==> config.mk <==
export PLATFORM = sky130hd
export DESIGN_NAME = bmo_alu
export DESIGN_NICKNAME = d
export VERILOG_FILES = /design/src/rtl/bmo_pkg.sv /design/src/rtl/bmo_alu.sv
export SDC_FILE = /design/constraint.sdc
export NUM_CORES = 1
export LEC_CHECK = 0
export ABC_CLOCK_PERIOD_IN_PS = 10100
export BUFFER_PORTS_ARGS = -buffer_cell sky130_fd_sc_hd__buf_2
export CAP_MARGIN = 30
export CORE_MARGIN = 1.5
export CORE_UTILIZATION = 50
export DETAILED_ROUTE_END_ITERATION = 8
export GPL_ROUTABILITY_DRIVEN = 0
export PLACE_DENSITY = 0.69
export SETUP_SLACK_MARGIN = 0.1
export SYNTH_ARGS = -nofsm -noshare
export SYNTH_HDL_FRONTEND = slang
export SYNTH_SLANG_ARGS = --single-unit
export TNS_END_PERCENT = 5
==> constraint.sdc <==
create_clock -name clk -period 10.1 [get_ports clk]
set_input_delay 0.505 -clock clk [delete_from_list [all_inputs] [get_ports clk]]
set_output_delay 0.505 -clock clk [all_outputs]
set_load 0.05 [all_outputs]
==> src/rtl/bmo_pkg.sv <==
package bmo_pkg;

  // Input word function codes
  localparam logic [1:0] FUNC_ADD     = 2'd0;
  localparam logic [1:0] FUNC_ADD_FIN = 2'd1;
  localparam logic [1:0] FUNC_FIN     = 2'd2;

  // Shared arithmetic unit operations
  typedef enum logic [2:0] {
    OP_MUL  = 3'b001,
    OP_DIV  = 3'b010,
    OP_SQRT = 3'b100
  } alu_op_t;

  // Request from the sequencer to the arithmetic unit
  typedef struct packed {
    logic    start;
    alu_op_t op;
  } alu_req_t;

endpackage

==> src/rtl/bmo_alu.sv <==
module bmo_alu (
  input  logic              clk,
  input  logic              rst,
  input  bmo_pkg::alu_req_t req,
  input  logic [63:0]       opa,
  input  logic [63:0]       opb,
  output logic              done,
  output logic [63:0]       res_q,
  output logic [63:0]       res_r
);
  import bmo_pkg::*;

  logic          busy;
  logic [6:0]    cnt;
  alu_op_t       op;
  logic [63:0]   acc;
  logic [63:0]   x;
  logic [63:0]   y;
  logic [64:0]   rem;
  logic [64:0]   div_t;
  logic          div_ge;
  logic [63:0]   sq_try;

  // One bit of product, quotient or root per cycle
  assign div_t  = {rem[63:0], x[63]};
  assign div_ge = div_t >= {1'b0, y};
  assign sq_try = acc + y;

  always_ff @(posedge clk) begin
    if (rst) begin
      busy <= 1'b0;
      done <= 1'b0;
      cnt  <= '0;
      op   <= OP_MUL;
    end else begin
      done <= 1'b0;
      if (req.start) begin
        busy <= 1'b1;
        op   <= req.op;
        acc  <= '0;
        rem  <= '0;
        x    <= opa;
        case (req.op)
          OP_SQRT: begin
            y   <= 64'd1 << 62;
            cnt <= 7'd32;
          end
          default: begin
            y   <= opb;
            cnt <= 7'd64;
          end
        endcase
      end else if (busy) begin
        case (op)
          OP_MUL: begin
            if (y[0]) acc <= acc + x;
            x <= x << 1;
            y <= y >> 1;
          end
          OP_DIV: begin
            if (div_ge) begin
              rem <= div_t - {1'b0, y};
              acc <= {acc[62:0], 1'b1};
            end else begin
              rem <= div_t;
              acc <= {acc[62:0], 1'b0};
            end
            x <= x << 1;
          end
          OP_SQRT: begin
            if (x >= sq_try) begin
              x   <= x - sq_try;
              acc <= (acc >> 1) + y;
            end else begin
              acc <= acc >> 1;
            end
            y <= y >> 2;
          end
          default: acc <= acc;
        endcase
        cnt <= cnt - 7'd1;
        if (cnt == 7'd1) begin
          busy <= 1'b0;
          done <= 1'b1;
        end
      end
    end
  end

  assign res_q = acc;
  assign res_r = rem[63:0];

endmodule

# [Yosys cells after proc, flatten, opt, wreduce, memory -nomap -nowiden]
# Cells that the tools add are included.
# W data, S select, Z words.
[word_totals] in_bits=134 latch_bits=0 mem_count=0 elab_cells=59 out_inout_bits=129 regBits=268 romBits=0 ramBits=0
[classes] n_bitwise=2 n_mux=23 addsub=6 n_reduce_logical=11 shifts=0 magnitude_cmp=2 eq_ne=7 div_mod_pow=0 multipliers=0
[ops] operator="$mux W64" n=12
[ops] operator="$pmux W64 S2" n=2
[ops] operator="$pmux W64 S3" n=1
[ops] operator="$add A64 B64 Y64" n=2
[ops] operator="$sub A64 B64 Y64" n=2
[ops] operator="$ge A65 B64 Y1" n=1
[ops] operator="$add A63 B64 Y64" n=1
[ops] operator="$ge A64 B64 Y1" n=1
[ops] operator="$mux W7" n=3
[ops] operator="$reduce_and A4 Y1" n=2
[ops] operator="$eq A7 B1 Y1 const B" n=1
[ops] operator="$sub A7 B1 Y7 const B" n=1
[ops] operator="$eq A3 B3 Y1 const B" n=2
[ops] operator="$ne A3 B3 Y1 const B" n=2
[ops] operator="$reduce_and A3 Y1" n=2
[ops] operator="$reduce_bool A3 Y1" n=2
[ops] operator="$mux W1" n=5
[ops] operator="$reduce_bool A2 Y1" n=2
[ops] operator="$reduce_bool A4 Y1" n=1
[ops] operator="$eq A3 B1 Y1 const B" n=1
[ops] operator="$eq A3 B2 Y1 const B" n=1
[ops] operator="$reduce_or A3 Y1" n=1
[ops] operator="$not A1 Y1" n=2
[ops] operator="$reduce_or A2 Y1" n=1

# [Longest topological paths before layout]
[depth] ltp_word=6 mapped_depth=29 mapped_depth_nobuf=28

# [Least setup slack after synthesis]
# Ideal clock, no wire load.
[synth_path] path_type="flip-flop to flip-flop" start="reg acc[1] (netlist: res_q[1])" end="reg x[0], enable pin" stages_incl_launch_ff=25 n_path_buf=2 setup_time_ns=0.486 period_less_slack_ns=8.396 path_slack_ns=1.704 arrival_time_ns=7.910 required_ns=9.614 path_cell_list="edfxtp_1 > ha_1 > a211oi_1 > o21ai_1 > a211o_1 > a221o_1 > and3_1 > o21ai_2 > a31oi_2 > a21o_1 > a21oi_1 > o21ai_0 > xnor2_1 > ha_1 > clkbuf_1 > nand2_1 > or3_1 > nor3_1 > o21ai_0 > a31oi_1 > o21ai_1 > nand2_1 > buf_2 > nor2_1 > nor2_1"
[synth_via] elab_chain_cells=4
[synth_lines] element="from (decl)" line="bmo_alu.sv:16" source="logic [63:0] acc;"
[synth_lines] element="from (signal assigned)" line="bmo_alu.sv:56" source="if (y[0]) acc <= acc + x;"
[synth_lines] element="from (signal assigned)" line="bmo_alu.sv:63" source="acc <= {acc[62:0], 1'b1};"
[synth_lines] element="from (signal assigned)" line="bmo_alu.sv:66" source="acc <= {acc[62:0], 1'b0};"
[synth_lines] element="$add A64 B64 Y64" line="bmo_alu.sv:27" source="assign sq_try = acc + y;"
[synth_lines] element="$ge A64 B64 Y1" line="bmo_alu.sv:71" source="if (x >= sq_try) begin"
[synth_lines] element="$ne A3 B3 Y1 (no line)"
[synth_lines] element="$reduce_and A4 Y1 (no line)"
[synth_lines] element="to (signal assigned)" line="bmo_alu.sv:42" source="x <= opa;"
[synth_lines] element="to (signal assigned)" line="bmo_alu.sv:68" source="x <= x << 1;"
[synth_lines] element="to (signal assigned)" line="bmo_alu.sv:72" source="x <= x - sq_try;"
[synth_lines] element="to (decl)" line="bmo_alu.sv:17" source="logic [63:0] x;"
# No other way between the ends.
# A chain may end at the register's enable or synchronous reset.

# [Worst setup path after layout]
[layout_path] start="reg y[1]" end="reg acc[61] (netlist: res_q[61]) (data pin)"
[layout_via] elab_chain_cells=5 elab_cells_between_ends=6 classes_between="2 x add/sub; 1 x order compare; 3 x mux"
[layout_lines] element="from (decl)" line="bmo_alu.sv:18" source="logic [63:0] y;"
[layout_lines] element="from (signal assigned)" line="bmo_alu.sv:45" source="y <= 64'd1 << 62;"
[layout_lines] element="from (signal assigned)" line="bmo_alu.sv:49" source="y <= opb;"
[layout_lines] element="from (signal assigned)" line="bmo_alu.sv:58" source="y <= y >> 1;"
[layout_lines] element="$add A64 B64 Y64" line="bmo_alu.sv:27"
[layout_lines] element="$ge A64 B64 Y1" line="bmo_alu.sv:71"
[layout_lines] element="$mux W64 (*)" line="bmo_alu.sv:71"
[layout_lines] element="$pmux W64 S3 (*)" line="bmo_alu.sv:54" source="case (op)"
[layout_lines] element="$mux W64 (*)" line="bmo_alu.sv:53" source="end else if (busy) begin"
[layout_lines] element="to (signal assigned)" line="bmo_alu.sv:56"
[layout_lines] element="to (signal assigned)" line="bmo_alu.sv:73" source="acc <= (acc >> 1) + y;"
[layout_lines] element="to (signal assigned)" line="bmo_alu.sv:75" source="acc <= acc >> 1;"
# Mark *: on every way between the ends. The rest lies on a longest branch, timed or not. The select of a mux whose other input is x is not followed.

==> run_results.csv <==
group,metric,value,unit
place,pre_cts_slack,2.899,ns
synthesis,synthAdderAreaFrac,12.73,%
worst_setup_path,crit_end,"res_q[61]",
place,io_buffers,262,
place,placed_area,0.03377,sq mm
job,drv_cap,0,
synthesis,synthArstFlopShare,0,%
power_and_ir_drop,seqPwrFrac,23.4,%
route,drt_first_pass_iters,9,
route,drc,0,
worst_setup_path,worstSetupPathType,"reg -> reg",
grt,grt_max_degree,88,
synthesis,synth.area.top_cells,"edfxtp_1 24%, ha_1 12%, a21oi_1 8.0%",
clock_network,cts_buffers,37,
layout,multi_input_area,0.02271,sq mm
power_and_ir_drop,p_comb_share,55.6,%
min_path,hold_path.startpoint,"opa[56]",
worst_setup_path,critPathArrivalTime,7.61,ns
clock_network,ctsHtreeMaxLevel,2,
power_and_ir_drop,clock_power_share,21.0,%
sta,slew_headroom,26.45,%
synthesis,synth_top_family_by_area,"compound AO/OA/AOI/OAI gates",
layout,diodes,0,
synthesis,synth_top_area_share,23.93,%
clock_network,clk-insertion-delay-late,0.58,ns
synthesis,synth_area,0.03213,sq mm
synthesis,synth-seq-area-share,24.67,%
worst_setup_path,r2r_end,"res_q[61]",
clock_network,clockBufferDepth,3,
power_and_ir_drop,p_sw,3.051,mW
route,drt_iter0_drc,3845,
floorplan,coreArea,0.06331,sq mm
worst_setup_path,cp-startpoint,"y[1]",
synthesis,ys_seq_elements,268,
grt,antenna_found_initial,1,
floorplan,placementRows,92,
synthesis,syn_inst,4091,
synthesis,ys_warn_count,0,
worst_setup_path,required,10.40,ns
clock_network,postCtsSetupBuffers,0,
layout,register_area,0.007928,sq mm
sta,hold_violations,0,
worst_setup_path,startpoint_type,"flip-flop",
synthesis,synth_xor_area_share,8.151,%
clock_network,cts.root.buffer_cell,"clkbuf_16",
sta,finalCritPeriodShare,72.40,%
route,vias,32321,
grt,grt_use_total,32.69,%
clock_network,tritoncts,"done",
clock_network,clk_pin_slew,0.07,ns
route,finalWirelength,111.5,mm
sta,holdWs,0.1908,ns
synthesis,synth_compound_gate_area_share,29.49,%
synthesis,synth_simple_gate_area_share,16.95,%
sta,post-route-min-period,7.312,ns
min_path,min_path_type,"in -> reg",
layout,nNetsFinal,4633,
place,dp_hpwl,87.39,mm
floorplan,start_util,50.75,%
synthesis,syn_nets,4549,
min_path,hold_depth,2,
clock_network,clkSinkCount,268,
layout,fill_cells,6047,
layout,drive_gt1_share,9.919,%
sta,fmax,136.8,MHz
worst_setup_path,rr_startpoint,"y[1]",
worst_setup_path,reg2reg_depth,26,
clock_network,cts_resized,0,
synthesis,synth_top_flop_cell,"edfxtp_1",
grt,grt_pass1_vias,29745,
floorplan,die-area,0.06579,sq mm
floorplan,top_level_ports,263,
synthesis,synth.area.mux_share,3.123,%
worst_setup_path,r2r_setup_slack,2.79,ns
power_and_ir_drop,leakage,15.14,nW
power_and_ir_drop,peakVddDrop,0.1364,mV
layout,final_area,0.03502,sq mm
sta,tightest_slew,1.097,ns
synthesis,avgSynthCellArea,7.854,sq um
power_and_ir_drop,switching_share,46.22,%
worst_setup_path,crit_path_end_kind,"flip-flop",
sta,setup_viol,0,
synthesis,yosysTopAreaCell,"edfxtp_1",
sta,rsz0062_at_grt,"no",
power_and_ir_drop,p_int,3.550,mW
synthesis,ys_types,94,
sta,finalClockSkew,0.01793,ns
route,post_drt_wl_per_cell,22.09,um
route,ant_nets,0,
clock_network,ctsHoldBuffers,0,
layout,syn_to_final_growth,8.992,%
grt,overflow,0,
sta,tns,0,ns
sta,setup_slack,2.788,ns
sta,slew_viol_final,0,
floorplan,die-height,256.5,um
floorplan,die_width,256.5,um
run_status,status,"complete, no violations",
route,vias_per_cell,6.400,
synthesis,synth_edf_count,256,
grt,grt_pass1_wl,171.1,mm
power_and_ir_drop,power_per_cell_area,188.5,mW/mm^2
worst_setup_path,worstPathMaxFanout,52,
[synthesized netlist by cell type, types with 47 or more instances]
cell / number
nand3_1: 59
xnor2_1: 170
nor2_1: 413
clkbuf_1: 202
ha_1: 319
xor2_1: 129
edfxtp_1: 256
nand2_1: 416
a221oi_1: 49
o21ai_0: 278
a21oi_1: 515
inv_1: 157
nand4_1: 86
mux2i_1: 80
a21o_1: 203
o21bai_1: 66
nor3_1: 54
o21ai_1: 47
[per-stage QoR]
step | power, mW | util [%] | cells
after global routing | 6.975 | 55.31 | 5050
after CTS | 6.505 | 55.27 | 5049
after detailed placement | 5.114 | 53.34 | 4981
after floorplan | 4.256 | - | 4091
final | 6.601 | 55.31 | 5050
after global placement | 5.093 | 53.34 | 4981
[placed cells by master, fill, tap and decap left out, drive strengths merged, types with 22 or more instances in the layout]
master | netlist | routed
o21bai | 66 | 66
nand2 | 417 | 417
ha | 319 | 319
o21a | 39 | 39
nor2b | 29 | 29
mux2i | 80 | 80
o211ai | 27 | 27
a211oi | 52 | 52
a21oi | 517 | 517
nand2b | 42 | 42
edfxtp | 256 | 256
inv | 157 | 160
xnor2 | 170 | 170
o31ai | 22 | 22
clkbuf | 202 | 47
buf | 37 | 284
a21o | 204 | 204
and3 | 23 | 23
xor2 | 129 | 129
a31oi | 39 | 39
nand3 | 59 | 59
a221oi | 51 | 51
nor3 | 54 | 54
nor2 | 413 | 413
o21ai | 328 | 328
nand4 | 87 | 87
[sequential cells by signal, summed over array words and instances (netlist names)]
signal,cells
op,3
y,64
busy,1
x,64
done,1
cnt,7
rem,64
res_q,64
[final cells by class]
type	count	area share (%)
Sequential cell	268	22.64
Tap cell	846	3.023
Timing Repair Buffer	284	4.302
Multi-Input combinational cell	3426	64.85
Clock inverter	21	0.6824
Inverter	158	1.694
Clock buffer	47	2.812
[cell families after synthesis]
| group | count (synthesis) |
|---|---|
| flip-flops | 268 |
| multiplexers | 98 |
| AO/OA/AOI/OAI | 1494 |
| adder cells (fa/ha/maj) | 324 |
| XOR/XNOR | 299 |
| buffers and inverters | 397 |
| AND/OR/NAND/NOR | 1211 |
[power groups by stage]
stage	registers, mW	clock network (mW)	logic [mW]
after floorplan	1.64	0	2.62
final	1.55	1.39	3.67
after detailed placement	1.55	0	3.56
after global routing	1.55	1.43	4.00
after CTS	1.53	1.39	3.58
after global placement	1.55	0	3.54
[critical path, stage by stage (launching register included)]
cell and delay (ns):
edfxtp_1 0.50, ha_1 0.36, a211oi_1 0.26, o21ai_1 0.15, a211o_1 0.34, a221o_1 0.40, and3_1 0.22, o21ai_2 0.17
a31oi_2 0.17, a21o_1 0.20, a21oi_1 0.35, o21ai_0 0.18, xnor2_1 0.15, ha_1 0.45, nand2_1 0.11, or3_1 0.38
nor3_1 0.20, o21ai_0 0.12, a31oi_1 0.31, o21ai_1 0.24, nand2_2 0.12, buf_4 0.63, nor2_1 0.16, buf_4 0.24
a221o_1 0.31, a221oi_1 0.21, nor2_1 0.06
[worst min-delay path by stage]
stage / slack, ns / to
floorplan: 0.47 / cnt[1]
global placement: 0.48 / cnt[1]
detailed placement: 0.48 / cnt[1]
CTS: 0.17 / x[56]
global route: 0.20 / x[59]
finish: 0.19 / x[56]
[layer usage]
metal | global-route usage (%) | vias to the layer above | wire length [um] | part of all wire [%]
met2 | 48.32 | 1691 | 46560 | 42
met5 | 0 | - | 10 | 0.0090
met4 | 11.01 | 2 | 3909 | 3.5
li1 | - | 15309 | - | -
met1 | 47.81 | 15123 | 48220 | 43
met3 | 5.615 | 196 | 12840 | 12
Note: power is estimated with default switching activity, not from simulation.
